==> src/rtl/core/wms_pkg.sv <==
// ----------------------------------------------------------------------------
// wms_pkg
// Shared types, register map, mode codes and timing helpers for the wiper
// motor sequencer.
// ----------------------------------------------------------------------------
package wms_pkg;

  localparam int DUTY_W    = 6;
  localparam int TIMER_W   = 16;
  localparam int TICK_W    = 8;
  localparam int HALF_W    = 12;
  localparam int PAUSE_W   = 14;
  localparam int CFG_IDX_W = 3;
  localparam int CFG_DAT_W = 14;

  localparam logic [DUTY_W-1:0]  DUTY_STEPS = 6'd50;
  localparam logic [TIMER_W-1:0] TIMER_MAX  = 16'hFFFF;

  localparam logic [2:0] SWEEP_WAIT = 3'd7;

  localparam logic [1:0] MODE_HIGH  = 2'd0;
  localparam logic [1:0] MODE_LOW   = 2'd1;
  localparam logic [1:0] MODE_INTER = 2'd2;
  localparam logic [1:0] MODE_OFF   = 2'd3;

  localparam logic [1:0] IVAL_SHORT  = 2'd0;
  localparam logic [1:0] IVAL_MEDIUM = 2'd1;

  localparam logic [CFG_IDX_W-1:0] REG_TICK_MS     = 3'd0;
  localparam logic [CFG_IDX_W-1:0] REG_FAST_HALF   = 3'd1;
  localparam logic [CFG_IDX_W-1:0] REG_SLOW_HALF   = 3'd2;
  localparam logic [CFG_IDX_W-1:0] REG_RAMP_STEP   = 3'd3;
  localparam logic [CFG_IDX_W-1:0] REG_PAUSE_SHORT = 3'd4;
  localparam logic [CFG_IDX_W-1:0] REG_PAUSE_MED   = 3'd5;
  localparam logic [CFG_IDX_W-1:0] REG_PAUSE_LONG  = 3'd6;

  localparam logic [TICK_W-1:0]  RST_TICK_MS     = 8'd10;
  localparam logic [HALF_W-1:0]  RST_FAST_HALF   = 12'd140;
  localparam logic [HALF_W-1:0]  RST_SLOW_HALF   = 12'd280;
  localparam logic [HALF_W-1:0]  RST_RAMP_STEP   = 12'd5;
  localparam logic [PAUSE_W-1:0] RST_PAUSE_SHORT = 14'd300;
  localparam logic [PAUSE_W-1:0] RST_PAUSE_MED   = 14'd600;
  localparam logic [PAUSE_W-1:0] RST_PAUSE_LONG  = 14'd800;

  typedef struct packed {
    logic [TICK_W-1:0]  tick_ms;
    logic [HALF_W-1:0]  fast_half_ms;
    logic [HALF_W-1:0]  slow_half_ms;
    logic [HALF_W-1:0]  ramp_step_ms;
    logic [PAUSE_W-1:0] pause_short_ms;
    logic [PAUSE_W-1:0] pause_medium_ms;
    logic [PAUSE_W-1:0] pause_long_ms;
  } cfg_t;

  function automatic logic [TIMER_W-1:0] sat_add(input logic [TIMER_W-1:0] a,
                                                 input logic [TICK_W-1:0]  b);
    logic [TIMER_W:0] s;
    s = {1'b0, a} + {{(TIMER_W-TICK_W+1){1'b0}}, b};
    return s[TIMER_W] ? TIMER_MAX : s[TIMER_W-1:0];
  endfunction

endpackage

==> src/rtl/core/wms_seq.sv <==
// ----------------------------------------------------------------------------
// wms_seq
// Eight-state sweep sequencer: timers, duty ramp and registered result.
// ----------------------------------------------------------------------------
module wms_seq
  import wms_pkg::*;
(
  input  logic              clk,
  input  logic              rst_n,
  input  logic              step,
  input  logic              engine_on,
  input  logic [1:0]        mode_select,
  input  logic [1:0]        interval_select,
  input  cfg_t              cfg,
  output logic [DUTY_W-1:0] duty_step,
  output logic [2:0]        sweep_phase
);

  typedef enum logic [2:0] {
    PH_IDLE = 3'd0,
    PH_HI1  = 3'd1,
    PH_HI2  = 3'd2,
    PH_LO1  = 3'd3,
    PH_LO2  = 3'd4,
    PH_INT1 = 3'd5,
    PH_INT2 = 3'd6,
    PH_WAIT = SWEEP_WAIT
  } phase_t;

  phase_t              phase_r, phase_nxt;
  logic [TIMER_W-1:0]  elapsed_r, elapsed_nxt;
  logic [TIMER_W-1:0]  ramp_r, ramp_nxt;
  logic [DUTY_W-1:0]   duty_r, duty_nxt;
  logic [DUTY_W-1:0]   drive;
  logic [DUTY_W-1:0]   duty_step_r;
  logic [2:0]          sweep_phase_r;
  logic                adv_el, adv_ramp;
  logic [PAUSE_W-1:0]  pause;
  logic [TIMER_W-1:0]  fast_full, slow_full, fast_half, slow_half, ramp_step;
  logic                ramp_hit;

  assign fast_half = {{(TIMER_W-HALF_W){1'b0}}, cfg.fast_half_ms};
  assign slow_half = {{(TIMER_W-HALF_W){1'b0}}, cfg.slow_half_ms};
  assign ramp_step = {{(TIMER_W-HALF_W){1'b0}}, cfg.ramp_step_ms};
  assign fast_full = {{(TIMER_W-HALF_W-1){1'b0}}, cfg.fast_half_ms, 1'b0};
  assign slow_full = {{(TIMER_W-HALF_W-1){1'b0}}, cfg.slow_half_ms, 1'b0};
  assign ramp_hit  = ramp_r >= ramp_step;

  always_comb begin
    priority if (interval_select == IVAL_SHORT) begin
      pause = cfg.pause_short_ms;
    end else if (interval_select == IVAL_MEDIUM) begin
      pause = cfg.pause_medium_ms;
    end else begin
      pause = cfg.pause_long_ms;
    end
  end

  always_comb begin
    phase_nxt   = phase_r;
    elapsed_nxt = elapsed_r;
    ramp_nxt    = ramp_r;
    duty_nxt    = duty_r;
    drive       = duty_r;
    adv_el      = 1'b1;
    adv_ramp    = 1'b0;
    unique case (phase_r)
      PH_IDLE: begin
        elapsed_nxt = '0;
        ramp_nxt    = '0;
        duty_nxt    = '0;
        adv_el      = 1'b0;
        priority if (!engine_on || mode_select == MODE_OFF) begin
          phase_nxt = PH_IDLE;
        end else if (mode_select == MODE_HIGH) begin
          phase_nxt = PH_HI1;
        end else if (mode_select == MODE_LOW) begin
          phase_nxt = PH_LO1;
        end else begin
          phase_nxt = PH_INT1;
        end
        drive = '0;
      end
      PH_HI1: begin
        if (elapsed_r >= fast_half) begin
          phase_nxt = PH_HI2;
        end
        drive = '0;
      end
      PH_HI2: begin
        if (elapsed_r >= fast_full) begin
          if (engine_on && mode_select == MODE_HIGH) begin
            elapsed_nxt = '0;
            phase_nxt   = PH_HI1;
          end else begin
            phase_nxt = PH_IDLE;
          end
        end
        drive = DUTY_STEPS;
      end
      PH_LO1, PH_INT1: begin
        adv_ramp = 1'b1;
        if (elapsed_r >= slow_half) begin
          duty_nxt  = DUTY_STEPS;
          phase_nxt = (phase_r == PH_LO1) ? PH_LO2 : PH_INT2;
        end else if (ramp_hit) begin
          ramp_nxt = '0;
          if (duty_r < DUTY_STEPS) begin
            duty_nxt = duty_r + 1'b1;
          end
        end
        drive = duty_nxt;
      end
      PH_LO2, PH_INT2: begin
        adv_ramp = 1'b1;
        if (elapsed_r >= slow_full) begin
          elapsed_nxt = '0;
          duty_nxt    = '0;
          phase_nxt   = (phase_r == PH_LO2) ? PH_IDLE : PH_WAIT;
        end else if (ramp_hit) begin
          ramp_nxt = '0;
          if (duty_r != '0) begin
            duty_nxt = duty_r - 1'b1;
          end
        end
        drive = duty_nxt;
      end
      PH_WAIT: begin
        if (!engine_on || mode_select != MODE_INTER) begin
          phase_nxt = PH_IDLE;
        end
        if (elapsed_r >= {{(TIMER_W-PAUSE_W){1'b0}}, pause}) begin
          elapsed_nxt = '0;
          phase_nxt   = PH_INT1;
        end
      end
      default: begin
        phase_nxt = PH_IDLE;
      end
    endcase
    if (adv_el) begin
      elapsed_nxt = sat_add(elapsed_nxt, cfg.tick_ms);
    end
    if (adv_ramp) begin
      ramp_nxt = sat_add(ramp_nxt, cfg.tick_ms);
    end
  end

  always_ff @(posedge clk) begin
    if (!rst_n) begin
      phase_r   <= PH_IDLE;
      elapsed_r <= '0;
      ramp_r    <= '0;
      duty_r    <= '0;
    end else if (step) begin
      phase_r   <= phase_nxt;
      elapsed_r <= elapsed_nxt;
      ramp_r    <= ramp_nxt;
      duty_r    <= duty_nxt;
    end
  end

  always_ff @(posedge clk) begin
    if (step) begin
      duty_step_r   <= drive;
      sweep_phase_r <= phase_nxt;
    end
  end

  assign duty_step   = duty_step_r;
  assign sweep_phase = sweep_phase_r;

endmodule

==> src/rtl/core/wiper_motor_sequencer.sv <==
// ----------------------------------------------------------------------------
// wiper_motor_sequencer
// Wiper servo sweep sequencer: one duty index and phase per timer tick.
//
//   channel  direction  handshake             payload
//   in_      input      in_valid / in_ready   engine_on, mode_select,
//                                             interval_select
//   out_     output     out_valid / out_ready duty_step, sweep_phase
//   cfg_     input      cfg_valid / cfg_ready index, data (7 registers)
//
// One item per cycle while in_ready is high; the result appears in the cycle after acceptance.
// The sequencer state and the result register update in the same cycle.
// A new item is taken while a held result is being drained (in_ready is
// low only when the result register is full and out_ready is low).
// Reset is synchronous, clears the sequencer to idle, registers to defaults.
// ----------------------------------------------------------------------------
module wiper_motor_sequencer
  import wms_pkg::*;
(
  input  logic                 clk,
  input  logic                 rst_n,
  input  logic                 in_valid,
  output logic                 in_ready,
  input  logic                 in_engine_on,
  input  logic [1:0]           in_mode_select,
  input  logic [1:0]           in_interval_select,
  output logic                 out_valid,
  input  logic                 out_ready,
  output logic [DUTY_W-1:0]    out_duty_step,
  output logic [2:0]           out_sweep_phase,
  input  logic                 cfg_valid,
  output logic                 cfg_ready,
  input  logic [CFG_IDX_W-1:0] cfg_index,
  input  logic [CFG_DAT_W-1:0] cfg_data
);

  cfg_t cfg_r;
  logic out_valid_r;
  logic step;

  assign in_ready  = !out_valid_r || out_ready;
  assign step      = in_valid && in_ready;
  assign cfg_ready = 1'b1;
  assign out_valid = out_valid_r;

  always_ff @(posedge clk) begin
    if (!rst_n) begin
      out_valid_r <= 1'b0;
    end else if (step) begin
      out_valid_r <= 1'b1;
    end else if (out_ready) begin
      out_valid_r <= 1'b0;
    end
  end

  always_ff @(posedge clk) begin
    if (!rst_n) begin
      cfg_r.tick_ms         <= RST_TICK_MS;
      cfg_r.fast_half_ms    <= RST_FAST_HALF;
      cfg_r.slow_half_ms    <= RST_SLOW_HALF;
      cfg_r.ramp_step_ms    <= RST_RAMP_STEP;
      cfg_r.pause_short_ms  <= RST_PAUSE_SHORT;
      cfg_r.pause_medium_ms <= RST_PAUSE_MED;
      cfg_r.pause_long_ms   <= RST_PAUSE_LONG;
    end else if (cfg_valid) begin
      unique case (cfg_index)
        REG_TICK_MS:     cfg_r.tick_ms         <= cfg_data[TICK_W-1:0];
        REG_FAST_HALF:   cfg_r.fast_half_ms    <= cfg_data[HALF_W-1:0];
        REG_SLOW_HALF:   cfg_r.slow_half_ms    <= cfg_data[HALF_W-1:0];
        REG_RAMP_STEP:   cfg_r.ramp_step_ms    <= cfg_data[HALF_W-1:0];
        REG_PAUSE_SHORT: cfg_r.pause_short_ms  <= cfg_data[PAUSE_W-1:0];
        REG_PAUSE_MED:   cfg_r.pause_medium_ms <= cfg_data[PAUSE_W-1:0];
        REG_PAUSE_LONG:  cfg_r.pause_long_ms   <= cfg_data[PAUSE_W-1:0];
        default: begin
        end
      endcase
    end
  end

  wms_seq u_seq (
    .clk             (clk),
    .rst_n           (rst_n),
    .step            (step),
    .engine_on       (in_engine_on),
    .mode_select     (in_mode_select),
    .interval_select (in_interval_select),
    .cfg             (cfg_r),
    .duty_step       (out_duty_step),
    .sweep_phase     (out_sweep_phase)
  );

endmodule

==> config.mk <==
export PLATFORM = sky130hd
export DESIGN_NAME = wiper_motor_sequencer
export DESIGN_NICKNAME = d
export VERILOG_FILES = /design/src/rtl/core/wms_pkg.sv /design/src/rtl/core/wms_seq.sv /design/src/rtl/core/wiper_motor_sequencer.sv
export SDC_FILE = /design/constraint.sdc
export NUM_CORES = 1
export LEC_CHECK = 0
export ABC_AREA = 0
export BUFFER_PORTS_ARGS = -buffer_cell sky130_fd_sc_hd__buf_2
export CORE_ASPECT_RATIO = 0.5
export CORE_MARGIN = 2
export CORE_UTILIZATION = 59
export CTS_CLUSTER_DIAMETER = 30
export DETAILED_ROUTE_END_ITERATION = 12
export HOLD_SLACK_MARGIN = 0.05
export PLACE_DENSITY_LB_ADDON = 0.25
export SLEW_MARGIN = 30
export SYNTH_ARGS = -nofsm -noshare
export SYNTH_HDL_FRONTEND = slang
export SYNTH_SLANG_ARGS = --single-unit
==> constraint.sdc <==
create_clock -name clk -period 17.8 [get_ports clk]
set_input_delay 3.56 -clock clk [delete_from_list [all_inputs] [get_ports clk]]
set_output_delay 3.56 -clock clk [all_outputs]
set_load 0.005 [all_outputs]
==> results.toml, run 1 <==
[floorplanning]
die_w_microns = 178
die_area_sq_um = 16200
start_util = 0.611
rows = 31
die_h_microns = 91
io_pins = 39
coreArea_sq_um = 14600

[sta]
tightest_slew_ps = 905
post-route-min-period_ps = 8360
drv_slew = 0
finalSetupTns_ps = 0
setup_violations = 0
rsz0062_at_grt = "no"
final_min_period_over_clock_period = 0.470
finClkSkew_ps = 12.6
timing.fmax_ghz = 0.120
hold_viol_final = 0
holdWs_ps = 456
relSlewSlack = 0.396

[final_layout]
seq_area_sq_um = 2830
num-fill-cells = 1177
syn2layout_area_growth_pct = 9.27
final_common_cell = "nand2_1"
multi_input_area_sq_um = 5690
nets = 1257
utilization = 0.667
antennaDiodeCount = 0
mostFrequentLayoutCells = "nand2_1 (218), dfxtp_1 (128), a21oi_1 (127)"
drive_gt1_frac = 0.0856

[worst_setup_path]
r2r_cells = 17
r2r_end = "u_seq.elapsed_r[7]"
worstPathRequired_ps = 18170
crit_fanout = 14
startpoint_type = "primary input"
crit_path_end = "u_seq.elapsed_r[7]"
critPathKind = "in -> reg"
r2r_start = "u_seq.elapsed_r[6]"
cp-startpoint = "in_interval_select[0]"
rrSetupSlack_ps = 12510
cp-end-kind = "flop"
cp.arrival_ps = 8730

[clock_network]
path_clk_slew_ps = 60
cts-resized-gates = 0
cts_tree = "built"
cts_setup_buffers = 0
insertion_delay_ps = 430
numCtsBuffers = 17
root_buffer = "clkbuf_16"
ctsHoldBuffers = 0
htree_levels = 4
cts_buffer_depth = 2
cts_num_sinks = 137

[logic_synthesis]
yosysWarnings = 0
syn_nets = 1247
netlist_area_sq_um = 8930
ys_seq_area_frac = 0.317
ys_ff_latch = 137
async_reset_ff_frac = 0
ys_types = 85
syn_inst = 1125
synth_edf_count = 9
synth_flop_cell = "dfxtp_1"
synth_area_per_cell_sq_um = 7.94

[power_and_ir_drop]
p_switching_uw = 228
pwr-share-clk = 0.429
ir_worst_vdd_uv = 66.7
pwr-share-seq = 0.418
cellPowerDensity_nw_per_um2 = 81.6
intPower_uw = 568
combPwrFrac = 0.153
swShare = 0.286
p_leak_nw = 4.07

[routing]
drt_wl_total_mm = 25.6
ant_nets = 0
drtIter0Drc = 830
drc = 0
dr.pass1.iters = 5
wl_per_cell_microns = 19.1
num_vias = 8573
drt-vias-per-instance = 6.38

[place]
hpwlAfterDp_mm = 18.3
port-buffer-count = 37
routabilityCongestion = 0.979

[grt]
grt_overflow = 0
grt_pass1_vias = 8137
grt_max_degree = 53
antenna_found_initial = 0
grt_pass1_wl_mm = 41.6
grt_use_total = 0.326

[run]
cap_violations = 0

[outcome]
run_status = "completed"

[worst_hold_path]
min_path_type = "reg -> reg"
critical path, cell delays in order:
cell	delay (ps)
buf_2	380
mux2i_1	240
nor2_1	50
a21oi_1	140
ha_1	260
a2111oi_0	420
o21a_1	220
and3_1	150
o31a_1	210
a21boi_2	200
a21oi_1	190
ha_1	210
inv_1	60
fa_1	400
nor2b_1	200
o31ai_1	150
a311oi_1	730
and4_1	390
nand2_1	90
a21oi_2	300
a221o_1	180
Yosys cell counts, drive strengths merged, types with 6 or more instances:
| master | instances | area share |
|---|---|---|
| or3 | 7 | 0.0049 |
| a211o | 9 | 0.0088 |
| or4 | 7 | 0.0059 |
| and3 | 18 | 0.013 |
| ha | 93 | 0.13 |
| a22oi | 7 | 0.0059 |
| o21ai | 42 | 0.025 |
| mux2i | 16 | 0.018 |
| xnor2 | 6 | 0.0059 |
| dfxtp | 128 | 0.29 |
| nor2b | 10 | 0.0070 |
| a21oi | 129 | 0.073 |
| edfxtp | 9 | 0.030 |
| inv | 57 | 0.024 |
| o211ai | 16 | 0.014 |
| a221o | 7 | 0.0078 |
| and2 | 14 | 0.0098 |
| a211oi | 21 | 0.020 |
| o21a | 11 | 0.0092 |
| a31oi | 20 | 0.016 |
| nand2b | 9 | 0.0063 |
| a21o | 16 | 0.013 |
| buf | 11 | 0.0062 |
| nand3 | 42 | 0.024 |
| xor2 | 6 | 0.0059 |
| nand2 | 218 | 0.092 |
| clkbuf | 39 | 0.016 |
| nor2 | 47 | 0.020 |
| nand4 | 7 | 0.0049 |
| nor3 | 19 | 0.011 |
worst min-delay path by stage:
stage / start / cells past startpoint / to
3_3_place_gp: cfg_r[22] / 2 / cfg_r[22]
3_5_place_dp: cfg_r[35] / 2 / cfg_r[35]
5_1_grt: cfg_r[53] / 2 / cfg_r[53]
2_1_floorplan: cfg_r[28] / 2 / cfg_r[28]
4_1_cts: cfg_r[49] / 2 / cfg_r[49]
6_report: cfg_r[49] / 2 / cfg_r[49]
power by group through the flow:
| stage | Sequential (mW) | Combinational (mW) | Clock, mW |
|---|---|---|---|
| finish | 0.333 | 0.122 | 0.341 |
| global route | 0.334 | 0.134 | 0.357 |
| detailed placement | 0.339 | 0.118 | 0 |
| CTS | 0.332 | 0.119 | 0.344 |
| global placement | 0.339 | 0.116 | 0 |
| floorplan | 0.334 | 0.0879 | 0 |
layout make-up:
cell class,instances,area share
well taps,198,0.0254
clock buffers,22,0.0497
multi-input cells,880,0.583
inverters,58,0.0223
repair buffers,41,0.0221
clock inverters,7,0.00679
flip-flops and latches,137,0.290
routing by layer:
metal	up-vias	GRT usage	share of wire
met4	0	0.113	0.020
met2	395	0.505	0.43
met3	52	0.0779	0.10
met1	4024	0.443	0.45
met5	-	0	0
li1	4102	-	-
sequential cells by signal, indices dropped and copies added, names as in the netlist:
signal	count
u_seq.sweep_phase	3
u_seq.ramp_r	16
u_seq.elapsed_r	16
u_seq.duty_r	6
cfg_r	86
u_seq.phase_r	3
out_valid	1
u_seq.duty_step	6
logic make-up (layout without fill, tap and decap cells):
family,count (synthesis),after routing,synth area share
DFF,137,137,0.317
muxes,17,17,0.0192
buffers and inverters,108,128,0.0469
AOI/OAI and AO/OA,341,341,0.258
and+or+nand+nor,414,414,0.212
adders and majority gates,95,95,0.135
xor gates and xnor gates,12,12,0.0118
other,1,1,0.000420
metrics by stage:
| step | total power [mW] | area (sq um) | worst slack, ps | instances |
|---|---|---|---|---|
| finish | 0.797 | 9760 | 9440 | 1343 |
| global route | 0.825 | 9760 | 9090 | 1343 |
| CTS | 0.796 | 9750 | 9630 | 1343 |
| detailed placement | 0.457 | 9200 | 9210 | 1314 |
| global placement | 0.455 | 9190 | 9370 | 1314 |
| floorplan | 0.422 | 8930 | 9500 | 1125 |
No activity file was read; power rests on OpenSTA's default activity.
==> run 2, diff against run 1 <==
==> constraint.sdc (replaced) <==
create_clock -name clk -period 8.4 [get_ports clk]
set_input_delay 1.68 -clock clk [delete_from_list [all_inputs] [get_ports clk]]
set_output_delay 1.68 -clock clk [all_outputs]
set_load 0.005 [all_outputs]
==> run 2 against run 1 <==
Global-route usage up 0.066 points. Total power up 120%. Final cell count up 0.15%. Utilization up 0.37 points. Register-to-register slack worse by 9400 ps. Sequential share of layout area down 0.16 points. Combinational power up 110%. Largest power group unchanged. Via count unchanged. Die area unchanged. Non-clock buffer count unchanged.
==> results.toml, run 2 (same netlist as run 1, synthesis figures left out) <==
[sta]
post-route-min-period_ps = 6420
hold_viol_final = 0
rsz0062_at_grt = "no"
timing.fmax_ghz = 0.156
tightest_slew_ps = 961
setup_violations = 0
relSlewSlack = 0.357
final_min_period_over_clock_period = 0.765
finClkSkew_ps = 11.7
setup_ws_ps = 1980
finalSetupTns_ps = 0
drv_slew = 0

[final_layout]
final_area_sq_um = 9810
utilization = 0.671
num-fill-cells = 1210
mostFrequentLayoutCells = "nand2_1 (218), dfxtp_1 (128), a21oi_1 (127)"
antennaDiodeCount = 0
final_common_cell = "nand2_1"
nets = 1257
top_register = "cfg_r"
reg_top3 = "cfg_r x86, u_seq.elapsed_r x16, u_seq.ramp_r x16"
drive_gt1_frac = 0.0872
multi_input_area_sq_um = 5690
seq_area_sq_um = 2830
syn2layout_area_growth_pct = 9.88
largest_reg_flops = 86

[outcome]
run_status = "completed"

[power_and_ir_drop]
total_power_mw = 1.76
p_leak_nw = 4.09
ir_worst_vdd_uv = 139
cellPowerDensity_nw_per_um2 = 179

[floorplanning]
rows = 31
io_pins = 39
die_area_sq_um = 16200
coreArea_sq_um = 14600
die_w_microns = 178
start_util = 0.611
die_h_microns = 91

[clock_network]
numCtsBuffers = 17
cts_tree = "built"
ctsHoldBuffers = 0
cts_num_sinks = 137
insertion_delay_ps = 440
cts_buffer_depth = 2
path_clk_slew_ps = 60
root_buffer = "clkbuf_16"
cts-resized-gates = 0
cts_setup_buffers = 0
htree_levels = 4

[grt]
grt_overflow = 0
grt_pass1_vias = 8102
grt_use_total = 0.327
grt_max_degree = 53
grt_pass1_wl_mm = 41.6
antenna_found_initial = 0

[routing]
dr.pass1.iters = 5
num_vias = 8573
wl_per_cell_microns = 19.1
drtIter0Drc = 842
ant_nets = 0
drt-vias-per-instance = 6.37
drt_wl_total_mm = 25.7
drc = 0

[worst_setup_path]
cp.arrival_ps = 6800
cp.buffers_inverters = 2
crit_fanout = 14
r2r_cells = 17
slowest_stage = "a311oi_1"
rrSetupSlack_ps = 3110
cp-end-kind = "flop"
path_cells = "buf_2 -> mux2i_1 -> nor2_1 -> a21oi_1 -> ha_1 -> a2111oi_0 -> o21a_1 -> and3_1 -> o31a_1 -> a21boi_2 -> a21oi_1 -> ha_1 -> inv_1 -> fa_1 -> nor2b_1 -> o31ai_1 -> a311oi_1 -> and4_1 -> nand2_1 -> a21oi_2 -> a221o_1"
worstPathRequired_ps = 8770
startpoint_type = "primary input"
r2r_end = "u_seq.elapsed_r[7]"
cp.depth = 21
r2r_start = "u_seq.elapsed_r[6]"
crit_path_end = "u_seq.elapsed_r[7]"
max_stage_delay_ps = 670
cp-startpoint = "in_interval_select[0]"
critPathKind = "in -> reg"
crit_family = "compound AO/OA/AOI/OAI gates"

[place]
port-buffer-count = 37
placed_area_sq_um = 9200
place_ws_ps = 1690
hpwlAfterDp_mm = 18.4
routabilityCongestion = 0.979

[worst_hold_path]
min_path_type = "reg -> reg"

[run]
cap_violations = 0
-- run 2: cell count changes in the layout (fill, tap and decap cells not counted) --
cell / delta
inv_6: +5
nor2_1: +1
clkinv_2: -2
nor2_2: -1
clkbuf_16: -1
clkbuf_1: -1
inv_4: -2
bufinv_16: +2
clkinv_4: +2
clkbuf_8: -1
-- run 2: through the flow --
| stage | hold slack, ps | std cells |
|---|---|---|
| 6_report | 454 | 1345 |
| 5_1_grt | 474 | 1345 |
| 4_1_cts | 455 | 1345 |
| 3_5_place_dp | 447 | 1314 |
| 3_3_place_gp | 442 | 1314 |
| 2_1_floorplan | 436 | 1125 |
-- run 2: worst min path at each step --
stage	from	end	slack, ps	cells past startpoint
after global placement	cfg_r[22]	cfg_r[22]	440	2
final	cfg_r[22]	cfg_r[22]	450	2
after floorplan	cfg_r[28]	cfg_r[28]	440	2
after CTS	cfg_r[49]	cfg_r[49]	460	2
after detailed placement	cfg_r[49]	cfg_r[49]	450	2
after global routing	cfg_r[7]	cfg_r[7]	470	2
-- run 2: tightest hold or removal path: cells and delay by family (launching register included) --
kind            cells  cell delay [ps]
flops               1              310
simple gates        1               50
compound gates      1               50
-- run 2: metal layers --
layer / routed length [microns] / track usage
met5: 0 / 0
met4: 473 / 0.107
met3: 2280 / 0.0896
met2: 11200 / 0.502
met1: 11800 / 0.443
-- run 2: area by class of cell --
cell class / count / share of cell area
clock buffers: 19 / 0.0451
clock inverters: 12 / 0.0168
inverters: 58 / 0.0222
multi-input cells: 880 / 0.580
flip-flops and latches: 137 / 0.289
well taps: 198 / 0.0252
repair buffers: 41 / 0.0219
-- run 2: power by group --
group | switching [mW] | total, mW | internal, mW
clock network | 0.311 | 0.789 | 0.479
registers | 0.0242 | 0.705 | 0.681
logic | 0.172 | 0.261 | 0.0893
total | 0.507 | 1.76 | 1.25
